**src/lowrank_matvec_accumulate_assert.svh**
```systemverilog
// ---------------------------------------------------------------------------
// Assertion macros for the low-rank matrix-vector accumulate block
// Shared concurrent assertion templates, clocked and reset-qualified.
// ---------------------------------------------------------------------------
`ifndef LOWRANK_MATVEC_ACCUMULATE_ASSERT_SVH
`define LOWRANK_MATVEC_ACCUMULATE_ASSERT_SVH

// same-cycle implication
`define LMA_ASSERT_NOW(label, clk, rst_n, ante, cons) \
	label: assert property (@(posedge clk) disable iff (!rst_n) (ante) |-> (cons)) \
		else $error("lma assertion failed");

// next-cycle implication
`define LMA_ASSERT_NEXT(label, clk, rst_n, ante, cons) \
	label: assert property (@(posedge clk) disable iff (!rst_n) (ante) |=> (cons)) \
		else $error("lma assertion failed");

`endif

```
**src/lma_pkg.sv**
```systemverilog
// ---------------------------------------------------------------------------
// lma_pkg
// Types, codes and constants shared by the low-rank matvec accumulate block.
// ---------------------------------------------------------------------------
package lma_pkg;

	localparam int MAX_IN_DEF   = 256;
	localparam int MAX_OUT_DEF  = 64;
	localparam int MAX_RANK_DEF = 16;

	// widest index fields carried in the command word
	localparam int CMD_IDX_W  = 12;
	localparam int CMD_RANK_W = 6;
	localparam int CMD_OUT_W  = 6;

	localparam int DRAIN_CYCLES   = 6;
	localparam int DRAIN_W        = 3;
	localparam int OUT_FIFO_DEPTH = 8;

	localparam logic [2:0] OP_LOAD_X = 3'd0;
	localparam logic [2:0] OP_LOAD_V = 3'd1;
	localparam logic [2:0] OP_LOAD_U = 3'd2;
	localparam logic [2:0] OP_LOAD_S = 3'd3;
	localparam logic [2:0] OP_LOAD_Y = 3'd4;
	localparam logic [2:0] OP_RUN    = 3'd5;

	localparam logic [1:0] REG_IN_COUNT    = 2'd0;
	localparam logic [1:0] REG_OUT_COUNT   = 2'd1;
	localparam logic [1:0] REG_RANK_IN_USE = 2'd2;

	typedef enum logic [2:0] {
		ST_IDLE,
		ST_PROJ,
		ST_DRAIN,
		ST_UPDATE,
		ST_FLUSH
	} state_t;

	typedef enum logic [1:0] {
		CMD_NONE,
		CMD_PROJ,
		CMD_UPDATE
	} cmd_kind_t;

	typedef struct packed {
		cmd_kind_t             kind;
		logic                  first;
		logic                  last_term;
		logic                  last_item;
		logic [CMD_IDX_W-1:0]  idx;
		logic [CMD_RANK_W-1:0] rank;
		logic [CMD_OUT_W-1:0]  outi;
	} cmd_t;

	typedef struct packed {
		logic               en;
		logic [2:0]         op;
		logic [7:0]         row;
		logic [3:0]         col;
		logic signed [15:0] value;
	} load_t;

	typedef struct packed {
		logic out_pop;
	} dp_status_t;

endpackage

```
**src/lma_if.sv**
```systemverilog


interface lma_cfg_if;
	logic       valid;
	logic       ready;
	logic [1:0] index;
	logic [8:0] data;

	modport source (output valid, index, data, input ready);
	modport sink (input valid, index, data, output ready);
endinterface

```
**src/lma_ctrl.sv**
```systemverilog
// ---------------------------------------------------------------------------
// lma_ctrl
// Run sequencer: holds the count registers and walks the two MAC loops.
// ---------------------------------------------------------------------------
module lma_ctrl #(
	parameter int MAX_IN   = lma_pkg::MAX_IN_DEF,
	parameter int MAX_OUT  = lma_pkg::MAX_OUT_DEF,
	parameter int MAX_RANK = lma_pkg::MAX_RANK_DEF
) (
	input  logic                clk,
	input  logic                arst_n,
	lma_cfg_if.sink             cfg,
	input  logic                run_start,
	output logic                idle,
	output lma_pkg::cmd_t       cmd,
	input  lma_pkg::dp_status_t status
);
	import lma_pkg::*;

	localparam int IW = $clog2(MAX_IN);
	localparam int RW = (MAX_RANK > 1) ? $clog2(MAX_RANK) : 1;
	localparam int OW = (MAX_OUT > 1) ? $clog2(MAX_OUT) : 1;
	localparam int CW = $clog2(OUT_FIFO_DEPTH + 1);
	localparam int IN_RST   = (MAX_IN < 256) ? MAX_IN : 256;
	localparam int OUT_RST  = (MAX_OUT < 64) ? MAX_OUT : 64;
	localparam int RANK_RST = (MAX_RANK < 16) ? MAX_RANK : 16;

	state_t          state_q, state_d;
	logic [IW-1:0]   i_q;
	logic [RW-1:0]   r_q;
	logic [OW-1:0]   o_q;
	logic [DRAIN_W-1:0] wait_q;
	logic [CW-1:0]   credit_q;
	logic [8:0]      in_cnt_q;
	logic [6:0]      out_cnt_q;
	logic [4:0]      rank_cnt_q;
	logic            i_last, r_last, o_last, can_issue, issue_b;

	assign cfg.ready = 1'b1;

	assign i_last    = (32'(i_q) + 1) == 32'(in_cnt_q);
	assign r_last    = (32'(r_q) + 1) == 32'(rank_cnt_q);
	assign o_last    = (32'(o_q) + 1) == 32'(out_cnt_q);
	assign can_issue = (r_q != '0) || (credit_q < CW'(OUT_FIFO_DEPTH));
	assign issue_b   = (state_q == ST_UPDATE) && can_issue;

	// next state
	always_comb begin
		state_d = state_q;
		case (state_q)
			ST_IDLE: begin
				if (run_start) state_d = ST_PROJ;
			end
			ST_PROJ: begin
				if (i_last && r_last) state_d = ST_DRAIN;
			end
			ST_DRAIN: begin
				if (wait_q == DRAIN_W'(DRAIN_CYCLES - 1)) state_d = ST_UPDATE;
			end
			ST_UPDATE: begin
				if (can_issue && r_last && o_last) state_d = ST_FLUSH;
			end
			ST_FLUSH: begin
				if (credit_q == '0) state_d = ST_IDLE;
			end
			default: state_d = ST_IDLE;
		endcase
	end

	// outputs
	always_comb begin
		cmd  = '0;
		idle = 1'b0;
		cmd.kind = CMD_NONE;
		case (state_q)
			ST_IDLE: begin
				idle = 1'b1;
			end
			ST_PROJ: begin
				cmd.kind      = CMD_PROJ;
				cmd.first     = (i_q == '0);
				cmd.last_term = i_last;
				cmd.idx       = CMD_IDX_W'(i_q);
				cmd.rank      = CMD_RANK_W'(r_q);
			end
			ST_UPDATE: begin
				if (can_issue) begin
					cmd.kind      = CMD_UPDATE;
					cmd.first     = (r_q == '0);
					cmd.last_term = r_last;
					cmd.last_item = o_last;
					cmd.rank      = CMD_RANK_W'(r_q);
					cmd.outi      = CMD_OUT_W'(o_q);
				end
			end
			default: ;
		endcase
	end

	always_ff @(posedge clk or negedge arst_n) begin
		if (!arst_n) begin
			state_q    <= ST_IDLE;
			i_q        <= '0;
			r_q        <= '0;
			o_q        <= '0;
			wait_q     <= '0;
			credit_q   <= '0;
			in_cnt_q   <= 9'(IN_RST);
			out_cnt_q  <= 7'(OUT_RST);
			rank_cnt_q <= 5'(RANK_RST);
		end else begin
			state_q <= state_d;
			credit_q <= credit_q + CW'(issue_b && r_last) - CW'(status.out_pop);
			case (state_q)
				ST_IDLE: begin
					i_q    <= '0;
					r_q    <= '0;
					o_q    <= '0;
					wait_q <= '0;
				end
				ST_PROJ: begin
					if (i_last) begin
						i_q <= '0;
						r_q <= r_last ? '0 : r_q + 1'b1;
					end else begin
						i_q <= i_q + 1'b1;
					end
				end
				ST_DRAIN: begin
					wait_q <= wait_q + 1'b1;
				end
				ST_UPDATE: begin
					if (issue_b) begin
						if (r_last) begin
							r_q <= '0;
							o_q <= o_q + 1'b1;
						end else begin
							r_q <= r_q + 1'b1;
						end
					end
				end
				default: ;
			endcase
			// clamp register writes into their legal range
			if (cfg.valid) begin
				case (cfg.index)
					REG_IN_COUNT: begin
						if (cfg.data == '0) in_cnt_q <= 9'd1;
						else if (32'(cfg.data) > MAX_IN) in_cnt_q <= 9'(MAX_IN);
						else in_cnt_q <= cfg.data;
					end
					REG_OUT_COUNT: begin
						if (cfg.data[6:0] == '0) out_cnt_q <= 7'd1;
						else if (32'(cfg.data[6:0]) > MAX_OUT) out_cnt_q <= 7'(MAX_OUT);
						else out_cnt_q <= cfg.data[6:0];
					end
					REG_RANK_IN_USE: begin
						if (cfg.data[4:0] == '0) rank_cnt_q <= 5'd1;
						else if (32'(cfg.data[4:0]) > MAX_RANK) rank_cnt_q <= 5'(MAX_RANK);
						else rank_cnt_q <= cfg.data[4:0];
					end
					default: ;
				endcase
			end
		end
	end

endmodule

```
**src/flat_wrapper.sv**
```systemverilog
// flat-port wrapper written by rule: the top's interface ports become plain ports
module lma_ctrl_flat import lma_pkg::*;
#(
	parameter int MAX_IN   = lma_pkg::MAX_IN_DEF,
	parameter int MAX_OUT  = lma_pkg::MAX_OUT_DEF,
	parameter int MAX_RANK = lma_pkg::MAX_RANK_DEF
)
  (clk, arst_n, run_start, idle, cmd, status, cfg_valid, cfg_index, cfg_data, cfg_ready);
  lma_cfg_if cfg_i ();
  input  logic clk;
  input  logic arst_n;
  input  logic run_start;
  output logic idle;
  output lma_pkg::cmd_t cmd;
  input  lma_pkg::dp_status_t status;
  input wire logic [$bits(cfg_i.valid)-1:0] cfg_valid;
  input wire logic [$bits(cfg_i.index)-1:0] cfg_index;
  input wire logic [$bits(cfg_i.data)-1:0] cfg_data;
  output wire logic [$bits(cfg_i.ready)-1:0] cfg_ready;
  assign cfg_i.valid = cfg_valid;
  assign cfg_i.index = cfg_index;
  assign cfg_i.data = cfg_data;
  assign cfg_ready = cfg_i.ready;
  lma_ctrl #(.MAX_IN(MAX_IN), .MAX_OUT(MAX_OUT), .MAX_RANK(MAX_RANK)) u_core (.clk(clk), .arst_n(arst_n), .cfg(cfg_i), .run_start(run_start), .idle(idle), .cmd(cmd), .status(status));
endmodule
```
**config.mk**
```make
export PLATFORM = sky130hd
export DESIGN_NAME = lma_ctrl_flat
export DESIGN_NICKNAME = d
export VERILOG_FILES = /design/src/lowrank_matvec_accumulate_assert.svh /design/src/lma_pkg.sv /design/src/lma_if.sv /design/src/lma_ctrl.sv /design/src/flat_wrapper.sv
export SDC_FILE = /design/constraint.sdc
export NUM_CORES = 1
export LEC_CHECK = 0
export BUFFER_PORTS_ARGS = -buffer_cell sky130_fd_sc_hd__buf_2
export CORE_ASPECT_RATIO = 1.75
export CORE_MARGIN = 2
export CORE_UTILIZATION = 40
export CTS_BUF_LIST = sky130_fd_sc_hd__clkbuf_4 sky130_fd_sc_hd__clkbuf_8
export CTS_CLUSTER_DIAMETER = 40
export DETAILED_ROUTE_END_ITERATION = 10
export HOLD_SLACK_MARGIN = 0.03
export PLACE_DENSITY_LB_ADDON = 0.3
export SETUP_SLACK_MARGIN = 0.02
export SYNTH_ARGS = -nofsm -noshare
export SYNTH_HDL_FRONTEND = slang
export SYNTH_SLANG_ARGS = --single-unit
```
**constraint.sdc**
```tcl
create_clock -name clk -period 5.8 [get_ports clk]
set_input_delay 1.74 -clock clk [delete_from_list [all_inputs] [get_ports clk]]
set_output_delay 1.74 -clock clk [all_outputs]
set_load 0.02 [all_outputs]
```
== Word-level counts from Yosys, hierarchy flattened ==
Index checks and enable logic that the tools add are counted.
Storage, ports and cells
  register bits after elaboration: 49
  bits of input ports: 16
  output and inout port bits: 31
  logic and storage cells: 95
Cells by class
  add/subtract/negate cells: 9
  $lt $le $gt $ge: 4
  eq/ne operators: 18
  multiplexer cells: 30
  reduce and logical (&&, ||, !) cells: 25
Operators with widths (count)
  $eq A32 B5 Y1: 1
  $eq A32 B7 Y1: 1
  $eq A32 B9 Y1: 1
  $mux W6: 3
  $mux W9: 2
  $mux W8: 2
  $pmux W4 S2: 2
  $pmux W8 S2: 1
  $mux W3: 5
  $mux W5: 3
  $pmux W3 S5: 1
  $mux W7: 2
  $mux W4: 3
  $ne A2 B1 Y1 const B: 6
  $pmux W4 S3: 1
  $pmux W6 S2: 1
  $mux W10: 1
  $add A8 B1 Y9 const B: 1
  $gt A9 B9 Y1 const B: 1
  $logic_not A9 Y1: 1
  $add A8 B1 Y8 const B: 1
  $logic_not A4 Y1: 2
  $logic_not A8 Y1: 1
  $add A6 B1 Y7 const B: 1
  29 further kinds: 42

== Longest topological paths before layout ==
Gate-level depths: netlist (run 1).
  word-level depth: 6
  depth in mapped cells: 11
  depth with buffers taken out: 11

== Worst setup path before layout (run 1) ==
No wires, ideal clock.
  path kind: register -> output
  start point: register u_core.i_q[1]
  end point: output cmd[25] (netlist bit)
  arrival: 2115 ps
  data required time: 4060 ps
  setup slack: 1945 ps
  stages on the path, launching flop included: 10
  path buffers: 2
  cell sequence: dfrtp_1 ha_1 clkbuf_1 nand3_1 o22ai_1 nand4_1 a2111oi_4 buf_6 nand2_1 nand2_1
RTL lines
  start, declared: RTL line lma_ctrl.sv:29  | logic [IW-1:0] i_q;
  start signal, assigned: RTL line lma_ctrl.sv:126  | i_q <= i_q + 1'b1;
  end, declared: RTL line flat_wrapper.sv:14  | output lma_pkg::cmd_t cmd;

==> results of run 1 <==
[report_power, final]
group | internal, mW | switching (mW)
Clock | 0.108 | 0.116
Sequential | 0.429 | 0.114
Combinational | 0.306 | 0.441
[layout make-up]
class	instances	area, um2
repair buffers	42	218
multi-input cells	283	1910
fillers	835	4550
flip-flops and latches	49	1230
inverters	21	78.8
clock inverters	1	5.00
well taps	92	115
clock buffers	7	96.3
[state kept, by name (all words and copies together), names as in the netlist]
signal / flops
u_core.in_cnt_q: 9
u_core.o_q: 6
u_core.r_q: 4
u_core.state_q: 3
u_core.credit_q: 4
u_core.wait_q: 3
u_core.i_q: 8
u_core.rank_cnt_q: 5
u_core.out_cnt_q: 7
[per-stage QoR]
stage	power (mW)	util
floorplan	1.10	-
global placement	1.28	0.433
detailed placement	1.30	0.433
CTS	1.53	0.446
global route	1.64	0.446
finish	1.51	0.446
[worst max-delay path: stages (launching register included)]
cell                        delay (ns)
sky130_fd_sc_hd__dfrtp_1          0.50
sky130_fd_sc_hd__ha_1             0.40
sky130_fd_sc_hd__and3_1           0.23
sky130_fd_sc_hd__nand3_1          0.14
sky130_fd_sc_hd__xnor2_1          0.20
sky130_fd_sc_hd__a2111oi_4        0.27
sky130_fd_sc_hd__buf_4            0.26
sky130_fd_sc_hd__nand2_1          0.08
sky130_fd_sc_hd__nand2_1          0.08
sky130_fd_sc_hd__buf_2            0.18
[worst max path at each step]
stage                   from       to  slack, ns  cells after the start
2_1_floorplan  u_core.i_q[1]  cmd[25]       1.95                      9
3_3_place_gp   u_core.i_q[0]  cmd[25]       1.80                      9
3_5_place_dp   u_core.i_q[0]  cmd[25]       1.75                      9
4_1_cts        u_core.i_q[0]  cmd[25]       1.38                      9
5_1_grt        u_core.i_q[0]  cmd[25]       1.24                      9
6_report       u_core.i_q[0]  cmd[25]       1.39                      9
[metal layers]
layer / global-route usage / wire length, um / share of wire / vias to the layer above
met5: 0 / 0 / 0 / -
met4: 0.0817 / 299 / 0.038 / 0
met3: 0.0258 / 224 / 0.028 / 21
met2: 0.316 / 4210 / 0.53 / 69
met1: 0.219 / 3150 / 0.40 / 1357
li1: - / - / - / 1374
[placed cells by master (no fill, tap or decap), drive strengths merged, types with 5 or more instances in the layout]
cell type  Yosys  final
and2          10     10
nand3b         6      6
nor3          10     10
nand3         12     12
nand4          5      5
a211oi         5      5
o21ai         24     24
a21oi          5      5
ha            12     12
nand2         28     28
a21o           8      8
dfrtp         46     46
buf           15     42
clkbuf        13      7
conb           2      7
nor2b          5      5
nor2          22     22
nand2b        16     16
inv           21     21
xnor2          9      9
xor2          15     15
a22o           7      7
and3          11     11
[kinds of logic after synthesis]
kind of cell,Yosys count,synth area share
AND/OR/NAND/NOR,146,0.236
AO/OA/AOI/OAI,86,0.190
flip-flops,49,0.366
buffers and inverters,49,0.0693
XOR/XNOR,24,0.0626
adder cells (fa/ha/maj),14,0.0537
multiplexers,6,0.0194
other,2,0.00224
==> results.md, run 1 <==
Cells and area:
- The number of nets in the layout is 431.
- The layout overhead on the synthesized area is 8.91%.
- The final non-filler cell area is 3660 um2.
- For this run, the number of standard cells in the final layout without fillers is 495.
- The ratio of cells with drive above 1 in the final layout is 0.169.
- The count of antenna diodes in the layout is 0.

STA:
- The pin slew with the least headroom to its limit is 0.630 ns.
- The final total negative setup slack is 0 ns.
- The number of setup violations in the final report is 0.
- For this run, the top clock speed supported by timing is 0.227 GHz.
- The max-slew headroom at the worst pin is 0.574.
- The number of hold-slack violations in the final timing report is 0.
- The worst setup slack after layout is 1.39 ns.
- The worst hold slack is 0.504 ns.
- The count of final max-slew check failures is 0.
- Dividing the final minimum period by the clock period gives 0.761.
- The minimum period implied by the final worst setup slack is 4.41 ns.
- Setup repair after global routing left no endpoint under its margin.
- For the final database, setup skew stands at 0.00472 ns.

Clocking:
- Counting the buffers created by CTS gives 5.
- The clock drives 49 sinks.
- The clock-pin slew of the registers on the worst-case setup and hold paths is 0.09 ns.
- TritonCTS built the clock tree.
- Hold repair after CTS inserted 0 buffers.
- In this run, post-CTS repair resized a total of 0 instances.
- The clock latency of the later-clocked register in the worst-skew pair is 0.31 ns.
- The total setup buffers inserted after CTS is 0.
- The clock passes through at most 2 buffers.
- The H-tree depth is 2.
- The root buffer cell chosen for the clock tree is sky130_fd_sc_hd__clkbuf_8.

Detailed routing:
- The number of vias per cell is 5.70.
- After detailed routing, the average wire length per cell comes to 15.9 um.
- The first routing iteration left 168 violations.
- The residual antenna-violating net count after detailed routing is 0.
- The first-pass detailed-route iteration total is 4.
- After detailed routing, the total wire length is 7.89 mm.
- The post-route DRC violation count is 0.
- The number of vias in the routed layout is 2,821.

Synth:
- The distinct cell type count after synthesis is 61.
- The register bit total from synthesis is 49.
- The most repeated cell in the gate-level netlist after synthesis is sky130_fd_sc_hd__dfrtp_1.
- The proportion of netlist area held by the largest area contributor is 0.343.
- Synthesis handed over a netlist of 376 instances.
- The mapped cell area is 3360 um2.
- In the synthesized netlist the async set-or-reset flop fraction comes to 1.00.
- The total of warnings raised by yosys is 0.
- Sorting the synthesized cells by area gives the leading types as sky130_fd_sc_hd__dfrtp_1 34%, sky130_fd_sc_hd__ha_1 4.5%, sky130_fd_sc_hd__xor2_1 3.9%.
- The average instance in the mapped netlist occupies 8.93 um2.
- For this run, the leading register cell type out of synthesis is sky130_fd_sc_hd__dfrtp_1.
- The commonest cells after synthesis are 46 x sky130_fd_sc_hd__dfrtp_1, 28 x sky130_fd_sc_hd__nand2_1, 23 x sky130_fd_sc_hd__o21ai_0.
- The cell taking the most area after synthesis is sky130_fd_sc_hd__dfrtp_1.
- Yosys mapped a number of flops with a built-in enable equal to 0.
- The sequential share of the synthesized area is 0.366.

Placement:
- The HPWL after detailed placement is 6.12 mm.
- Counting tap cells, the placed design contains a total of 487 instances.
- The count of input and output buffers is 39.
- Prior to clock tree synthesis, the placed netlist has a worst setup slack of 1.75 ns.
- The congestion estimate from routability-driven global placement came to 0.808.
- The placed cell area is 3550 um2.

Worst setup path:
- The critical path in this run is classified as reg -> out.
- The arrival time reported for the critical path endpoint is 2.67 ns.
- At the worst endpoint, the required time is 4.06 ns.
- The worst register-to-register path ends at u_core.credit_q[1].
- STA classifies the critical path startpoint as a flop.
- The origin of the critical flop-to-flop path is u_core.r_q[0].
- The worst-case register-to-register setup slack is 2.97 ns.
- The logic depth of the worst register-to-register path is 9.
- The worst setup path is captured at an output port.
- Along the worst path, the maximum fanout reaches 16.

Outcome:
- The run finished with clean final reports.

Die:
- The core footprint is 8200 um2.
- The number of I/O pins is 47.
- The initial core utilization is 0.409.
- Measured along the y axis, the die boundary spans 125 um.
- The number of core rows is 44.
- The die covers 9170 um2.
- The floorplan die width is 73.3 um.

Worst hold path:
- The worst hold path was traced through 2 stages.
- The classification of the worst-slack hold path is reg -> reg.
- The worst hold path begins at u_core.in_cnt_q[4].
- The endpoint of the worst hold path is u_core.in_cnt_q[4].

Power:
- The power per cell area is 414 nW/um2.
- IR analysis of the VDD net gives a maximum drop of 0.000230 V.
- The leakage power is 1.76 nW.

Global routing:
- Entering global routing, the biggest net connects 50 pins.
- For this run, the total global-route usage over all layers was measured as 0.183.
- The number of antenna violations at the first check in global routing came to 0.
- Global routing finished with a remaining overflow of 0.
- The via count of the first global-routing pass is 2,737.
- The first global-routing pass estimated 13.3 mm of wire.

Flow run:
- Max-cap violations in this run came to 0.
Power figures use the tool's default switching activity.
==> run 2, diff against run 1 <==
--- a/config.mk
+++ b/config.mk
@@ -5,6 +5,7 @@
 export SDC_FILE = /design/constraint.sdc
 export NUM_CORES = 1
 export LEC_CHECK = 0
+export ABC_AREA = 1
 export BUFFER_PORTS_ARGS = -buffer_cell sky130_fd_sc_hd__buf_2
 export CORE_ASPECT_RATIO = 1.75
 export CORE_MARGIN = 2
==> constraint.sdc (replaced) <==
create_clock -name clk -period 4.3 [get_ports clk]
set_input_delay 1.29 -clock clk [delete_from_list [all_inputs] [get_ports clk]]
set_output_delay 1.29 -clock clk [all_outputs]
set_load 0.02 [all_outputs]
==> run 2 against run 1 <==
Critical path type unchanged. Combinational power increased by 17%. Sequential cell count unchanged. Largest cell class unchanged. Cell area fell by 3.8%. Sequential share of layout area is 1.3 points higher. Sequential power grew 18%. Synthesized cell count up 8.8%. Critical path depth grew 3. Critical endpoint unchanged. Clock skew grew 0.0024 ns. Die area fell by 6.7%. Synthesized area fell by 7.0%. Register-to-register slack got worse by 1.1 ns. Worst setup slack worse by 0.70 ns. Highest routed layer unchanged.
==> results.md, run 2 <==
Global routing:
- The final global-route overflow total came to 0 (unchanged).
- The number of antenna violations at the first check in global routing is 0 (unchanged).
- The via count of the first global-routing pass is 2,792 (+2.0%).
- The all-layer global routing usage is 0.192 (+0.00843).
- The first-pass GRT wire length is 12.7 mm (-4.3%).
- The pin count of the biggest net entering global routing is 31 (-38%).

Synth:
- The proportion of netlist area held by the largest area contributor came to 0.369 (+0.0257).
- The average footprint of a synthesized cell is 7.64 um2 (-14%).
- The sequential share of the synthesized area came to 0.394 (+0.0274).
- The mapped cell area is 3120 um2 (-7.0%).
- The total of warnings raised by yosys came to 0 (unchanged).
- Counting instances in the post-synthesis netlist gives the leading cell types as 93 x sky130_fd_sc_hd__nand2_1, 65 x sky130_fd_sc_hd__inv_1, 46 x sky130_fd_sc_hd__dfrtp_1.
- The register bit total from synthesis is 49 (unchanged).
- The cell taking the most area after synthesis is sky130_fd_sc_hd__dfrtp_1.
- The distinct cell type count after synthesis is 32 (-48%).
- The count of mapped cells out of synthesis is 409 (+8.8%).
- By area the synthesized netlist is led by sky130_fd_sc_hd__dfrtp_1 37%, sky130_fd_sc_hd__nand2_1 11%, sky130_fd_sc_hd__inv_1 7.8%.
- Among all flip-flop cells after synthesis, the most frequent one is sky130_fd_sc_hd__dfrtp_1.
- The number of flops mapped to enable cells by yosys is 0 (unchanged).
- Yosys instantiated no cell more often than sky130_fd_sc_hd__nand2_1.
- The post-synthesis async set-or-reset flop share is 1.00 (unchanged).

STA:
- Static timing analysis puts the maximum clock frequency at 0.277 GHz.
- The count of final max-slew check failures is 0 (unchanged).
- The max-slew headroom at the worst pin is 0.525 (-0.0497).
- The worst path in the final design needs a cycle of 3.61 ns, including I/O delays and setup.
- The pin slew with the least headroom to its limit is 0.713 ns (+0.0828 ns).
- The number of hold-slack violations in the final timing report is 0 (unchanged).
- The worst hold slack is 0.502 ns (-0.00140 ns).
- Setup repair after global routing left no endpoint under its margin.
- The portion of the clock cycle consumed by the worst path in the final layout is 0.840.
- The final clock skew came to 0.00715 ns (+0.00243 ns).
- The final total negative setup slack was 0 ns (unchanged).
- The number of setup violations in the final report is 0 (unchanged).

Clocking:
- The H-tree depth is 2 (unchanged).
- The count of cells resized by post-cts repair is 0 (unchanged).
- The clock-pin slew of the registers on the worst-case setup and hold paths is 0.10 ns (about the same).
- The number of buffers on the longest clock path is 2 (unchanged).
- The count of clock tree sinks is 49 (unchanged).
- The clock latency of the later-clocked register in the worst-skew pair is 0.31 ns (about the same).
- The hold-fix buffer count after cts was 0 (unchanged).
- The total setup buffers inserted after CTS is 0 (unchanged).
- The number of buffers created by CTS is 5 (unchanged).
- The CTS tree is yes.
- Clock tree synthesis selected as its root buffer the cell sky130_fd_sc_hd__clkbuf_8.

Cells and area:
- The flip-flop count of the largest register after layout was 9 (unchanged).
- Leaving out fill and tap cells, the most frequent cell in the layout is sky130_fd_sc_hd__nand2_1.
- The register ranked first by flip-flop count is u_core.in_cnt_q.
- The largest registers in the layout are u_core.in_cnt_q: 9 flops, u_core.i_q: 8 flops, u_core.out_cnt_q: 7 flops.
- The count of antenna diodes in the layout is 0 (unchanged).
- The filler cell count in the final layout is 816 (-2.3%).
- The area taken by multi-input logic gates came to 1570 um2 (-18%).
- The storage element area is 1230 um2 (unchanged).
- The ratio of cells with drive above 1 in the final layout is 0.200 (+0.0317).
- The number of nets in the layout came to 482 (+12%).
- The top cell types in the final layout, fill and taps aside, are 93 x sky130_fd_sc_hd__nand2_1, 65 x sky130_fd_sc_hd__inv_1, 46 x sky130_fd_sc_hd__dfrtp_1.
- The layout overhead on the synthesized area is 12.7%.

Die:
- The die height is 121 um (-3.4%).
- The initial core utilization is 0.413 (+0.00345).
- The number of core rows is 42 (-4.5%).
- The floorplan die width is 70.8 um (-3.4%).
- The die area is 8560 um2 (-6.7%).
- The number of I/O pins is 47 (unchanged).
- The core footprint is 7570 um2 (-7.7%).

Worst setup path:
- The maximum fanout along the worst path is 7 (-9).
- The worst path required time came to 3.01 ns (-1.05 ns).
- Traced cell by cell, the critical path runs through inv_2, ha_1, inv_1, nand2_1, nand2_1, nand3_1, nor2_1, nand2_2, nor2_2, inv_2, o21ai_1, buf_2.
- The arrival time reported for the critical path endpoint is 2.32 ns (-0.35 ns).
- The delay of the slowest critical-path stage was 0.45 ns (-0.05 ns).
- On the critical path, the stage with the largest delay is an instance of sky130_fd_sc_hd__dfrtp_1.
- The first element of the critical path is u_core.r_q[0].
- The origin of the critical flop-to-flop path is u_core.r_q[0].
- The startpoint kind of the worst setup timing path is a flop.
- STA classifies the critical path endpoint as an output port.
- The worst setup path is of the reg -> out kind.

Placement:
- The half-perimeter wire length after placement is 6.35 mm (+3.7%).
- The count of input and output buffers was 39 (unchanged).
- The placer congestion estimate is 0.956 (+18%).

Detailed routing:
- The wire length per cell is 14.4 um (-9.8%).
- The number of design-rule violations left by the first detailed-router iteration is 140 (-17%).
- The post-route DRC violation count is 0 (unchanged).
- The first-pass detailed-route iteration total is 4 (unchanged).
- The residual antenna-violating net count after detailed routing came to 0 (unchanged).
- The number of vias per cell was 5.06 (-11%).
- The number of vias in the routed layout is 2,744 (-2.7%).
- The routed wire length is 7.79 mm (-1.2%).

Worst hold path:
- The startpoint of the most critical hold path is u_core.in_cnt_q[8].
- The classification of the worst-slack hold path is reg -> reg.

Power:
- The maximum VDD drop is 0.000284 V (+23%).
- The leakage power is 1.76 nW (about the same).
- The power per cell area is 533 nW/um2 (+29%).

Outcome:
- The run finished with clean final reports.

Flow run:
- The number of maximum-capacitance violations is 0 (unchanged).
## run 2: power by group
part           switching (mW)  leakage (nW)  internal (mW)
Sequential             0.0826         0.639          0.560
Clock                   0.169        0.0574          0.189
Combinational           0.580          1.07          0.294
## run 2: worst paths after layout
check,to,slack (ns),cells past startpoint
max,cmd[25],0.69,12
min in group asynchronous,u_core.out_cnt_q[2],1.02,1
max in group asynchronous,u_core.rank_cnt_q[4],2.47,2
min,u_core.in_cnt_q[8],0.50,2
min reg2reg,u_core.in_cnt_q[8],0.50,2
max reg2reg,u_core.credit_q[1],1.91,11
## run 2: area by class of cell
class                   instances  area share
multi-input cells             281       0.446
clock inverters                 2      0.0107
inverters                      76      0.0811
clock buffers                   6      0.0235
flip-flops and latches         49       0.350
repair buffers                 40      0.0576
well taps                      88      0.0313
## run 2: cells by family (layout without fill, tap and decap cells)
| group | Yosys count | in the layout | synth area share |
|---|---|---|---|
| and+or+nand+nor | 202 | 202 | 0.312 |
| buffers and inverters | 84 | 124 | 0.109 |
| AOI/OAI and AO/OA | 51 | 51 | 0.101 |
| DFF | 49 | 49 | 0.394 |
| adders and majority gates | 13 | 13 | 0.0545 |
| xor gates and xnor gates | 8 | 8 | 0.0272 |
| other | 2 | 7 | 0.00240 |
## run 2: worst max-delay path: cells and delay by family, from the launching register on
kind	cells	cell delay (ns)
compound gates	1	0.10
fa+ha+maj	1	0.33
buf+inv	4	0.44
flops	1	0.45
simple gates	6	0.68
## run 2: per-layer routing
layer	up-vias	global-route usage	wire, um
met1	1281	0.200	2940
met3	18	0.0341	272
met4	0	0.0920	299
met2	61	0.360	4280
li1	1384	-	-
met5	-	0	0
## run 2: per-stage QoR
step | total power, mW | setup WS [ns] | area [um2] | util | std cells
3_5_place_dp | 1.53 | 1.04 | 3400 | 0.449 | 534
5_1_grt | 2.02 | 0.474 | 3520 | 0.465 | 542
3_3_place_gp | 1.50 | 1.14 | 3400 | 0.449 | 534
6_report | 1.87 | 0.686 | 3520 | 0.465 | 542
4_1_cts | 1.89 | 0.674 | 3520 | 0.465 | 542
2_1_floorplan | 1.31 | 1.21 | 3140 | - | 414
==> run 3, diff against run 2 <==
==> constraint.sdc (replaced) <==
create_clock -name clk -period 3.3 [get_ports clk]
set_input_delay 0.99 -clock clk [delete_from_list [all_inputs] [get_ports clk]]
set_output_delay 0.99 -clock clk [all_outputs]
set_load 0.02 [all_outputs]
==> run 3 against run 2 <==
Via count grew 1.4%. Global-route usage grew 0.58 points. Wire length grew 1.3%. Worst setup slack lost 0.52 ns. Cell count grew 0.92%. Critical path depth grew 1. Largest cell class unchanged.
==> results.md, run 3 (synthesis results as in run 2) <==
Outcome:
- The flow ran to the end, and the final reports show no timing, DRC or antenna violations.

Cells and area:
- The count of antenna diodes in the layout came to 0 (unchanged).
- The most common cell after layout, fill and taps aside is sky130_fd_sc_hd__nand2_1.
- The flip-flop count of the largest register after layout was 9 (unchanged).
- From synthesis to final layout, the design area changed by 15.0%.
- The top cell types in the final layout, fill and taps aside, are 93 x sky130_fd_sc_hd__nand2_1, 65 x sky130_fd_sc_hd__inv_1, 44 x sky130_fd_sc_hd__dfrtp_1.
- More flip-flops sit in one register than any other, and that register is u_core.in_cnt_q.
- The largest registers in the layout are u_core.in_cnt_q: 9 flops, u_core.i_q: 8 flops, u_core.out_cnt_q: 7 flops.
- The number of nets in the layout is 487 (+1.0%).
- The ratio of cells with drive above 1 in the final layout was 0.218 (+0.0174).
- The final instance count without filler cells came to 547 (+0.92%).

Placement:
- The half-perimeter wire length after placement came to 6.43 mm (+1.3%).
- The count of placed standard cells including taps is 537 (+0.56%).
- The placer congestion estimate came to 0.944 (-1.3%).
- The post-place setup slack is 0.364 ns (-0.674 ns).
- The count of input and output buffers is 39 (unchanged).

Flow run:
- The number of maximum-capacitance violations is 0 (unchanged).

Die:
- The core footprint is 7570 um2 (unchanged).
- The die height is 121 um (unchanged).
- The number of I/O pins came to 47 (unchanged).
- The initial core utilization is 0.413 (unchanged).
- The floorplan die width is 70.8 um (unchanged).
- The die area is 8560 um2 (unchanged).
- The number of core rows is 42 (unchanged).

Worst setup path:
- The worst path required time came to 2.31 ns (-0.70 ns).
- The maximum fanout along the worst path is 5 (-2).
- The most frequent cell on the critical path is sky130_fd_sc_hd__nand2_1.
- The startpoint kind of the worst setup timing path is a flop.
- The setup path with the least slack is of type reg -> out.
- STA classifies the critical path endpoint as an output port.
- The critical path goes through ha_1, nand2_1, inv_1, nand3_1, nand2_1, nand2_1, nand2_1, inv_1, nand2_1, nor2_4, nand3_4, o21ai_2, buf_4.
- The arrival time reported for the critical path endpoint came to 2.14 ns (-0.18 ns).
- The slowest stage cell on the critical path is sky130_fd_sc_hd__dfrtp_2.
- The delay of the slowest critical-path stage was 0.46 ns (about the same).

Power:
- The switching power share of the total is 0.431 (-0.0126).
- The leakage power is 1.80 nW (+2.0%).
- The total power is 2.52 mW (+34%).
- The fraction of power consumed by combinational cells came to 0.461 (-0.005).
- The proportion of power drawn by flip-flops and latches is 0.334 (-0.009).
- The clock group share of total power was 0.205 (+0.014).
- The internal portion of total power is 1.43 mW (+37%).
- The maximum VDD drop is 0.000322 V (+13%).
- The power per cell area is 701 nW/um2 (+32%).
- The total net switching power came to 1.08 mW (+30%).

Detailed routing:
- The routed wire length is 7.90 mm (+1.3%).
- The post-route DRC violation count was 0 (unchanged).
- The wire length per cell came to 14.4 um (+0.42%).
- The first-pass detailed-route iteration total is 4 (unchanged).
- The number of vias in the routed layout is 2,782 (+1.4%).
- The residual antenna-violating net count after detailed routing was 0 (unchanged).
- The number of design-rule violations left by the first detailed-router iteration is 115 (-18%).
- The number of vias per cell was 5.09 (+0.46%).

STA:
- The minimum period implied by the final worst setup slack is 3.13 ns.
- The worst setup slack after layout is 0.170 ns (-0.516 ns).
- The count of final max-slew check failures is 0 (unchanged).
- The final clock skew is 0.0101 ns (+0.00291 ns).
- The max-slew headroom at the worst pin is 0.619 (+0.0943).
- The number of setup violations in the final report is 0 (unchanged).
- Setup repair after global routing left no endpoint under its margin.
- The number of hold-slack violations in the final timing report is 0 (unchanged).
- The portion of the clock cycle consumed by the worst path in the final layout is 0.948.
- The final total negative setup slack is 0 ns (unchanged).
- For this run, the top clock speed supported by timing is 0.320 GHz.
- The pin slew with the least headroom to its limit is 0.571 ns (-0.141 ns).

Global routing:
- The all-layer global routing usage is 0.197 (+0.00577).
- The pin count of the biggest net entering global routing was 25 (-19%).
- The final global-route overflow total was 0 (unchanged).
- The via count of the first global-routing pass came to 2,841 (+1.8%).
- The first-pass GRT wire length came to 13.1 mm (+2.8%).
- The number of antenna violations at the first check in global routing was 0 (unchanged).

Clocking:
- The CTS tree is yes.
- The number of buffers created by CTS is 5 (unchanged).
- The count of clock tree sinks came to 49 (unchanged).
- The clock root buffer master is sky130_fd_sc_hd__clkbuf_8.
- The number of buffers on the longest clock path is 2 (unchanged).
- The hold-fix buffer count after cts came to 0 (unchanged).
- The clock latency of the later-clocked register in the worst-skew pair is 0.32 ns (about the same).
- The clock-pin slew of the registers on the worst-case setup and hold paths is 0.10 ns (about the same).
- The H-tree depth is 2 (unchanged).

Worst hold path:
- The classification of the worst-slack hold path is reg -> reg.
## run 3: critical path, delay by kind of cell (launching register included)
family / cells / cell delay (ns)
AND/OR/NAND/NOR: 8 / 0.70
flip-flops: 1 / 0.46
buffers and inverters: 3 / 0.28
adder cells (fa/ha/maj): 1 / 0.24
AO/OA/AOI/OAI: 1 / 0.14
## run 3: what timing repair did
| item | 4_1_cts | 5_1_grt |
|---|---|---|
| buffers inserted | 0 | 2 |
| cloned | 0 | 0 |
| resized for setup | 1 | 6 |
| pin swaps | 0 | 1 |
| setup endpoints to repair | 1 | 2 |
## run 3: layout make-up
class | instances | area, um2
well taps | 88 | 110
inverters | 76 | 285
flip-flops and latches | 49 | 1230
clock buffers | 5 | 68.8
multi-input cells | 281 | 1590
repair buffers | 45 | 243
fillers | 812 | 3980
clock inverters | 3 | 65.1
## run 3: per-layer routing
metal | GRT usage | routed length [um] | vias up
met5 | 0 | 0 | -
li1 | - | - | 1396
met3 | 0.0266 | 256 | 22
met1 | 0.199 | 2830 | 1297
met2 | 0.372 | 4460 | 67
met4 | 0.119 | 348 | 0
## run 3: power groups by stage
stage | combinational, mW | sequential, mW | clock [mW]
final | 1.16 | 0.840 | 0.516
after global routing | 1.31 | 0.856 | 0.557
after global placement | 1.13 | 0.843 | 0
after floorplan | 0.888 | 0.820 | 0
after detailed placement | 1.16 | 0.849 | 0
after CTS | 1.16 | 0.837 | 0.536
## run 3: path summary, 6_finish.rpt
kind	start	end	slack, ns	cells after the start
setup / recovery	u_core.i_q[0]	cmd[25]	0.17	13
hold / removal	u_core.in_cnt_q[8]	u_core.in_cnt_q[8]	0.51	2
setup reg to reg	u_core.r_q[0]	u_core.credit_q[1]	0.96	12
hold reg to reg	u_core.in_cnt_q[8]	u_core.in_cnt_q[8]	0.51	2
max in group asynchronous	arst_n	u_core.in_cnt_q[8]	1.96	2
min in group asynchronous	arst_n	u_core.out_cnt_q[0]	0.65	1
## run 3: per-stage QoR
step	hold slack, ns	util	area (um2)
2_1_floorplan	0.460	-	3140
3_3_place_gp	0.485	0.452	3420
3_5_place_dp	0.494	0.452	3420
4_1_cts	0.509	0.470	3560
5_1_grt	0.532	0.475	3590
6_report	0.514	0.475	3590
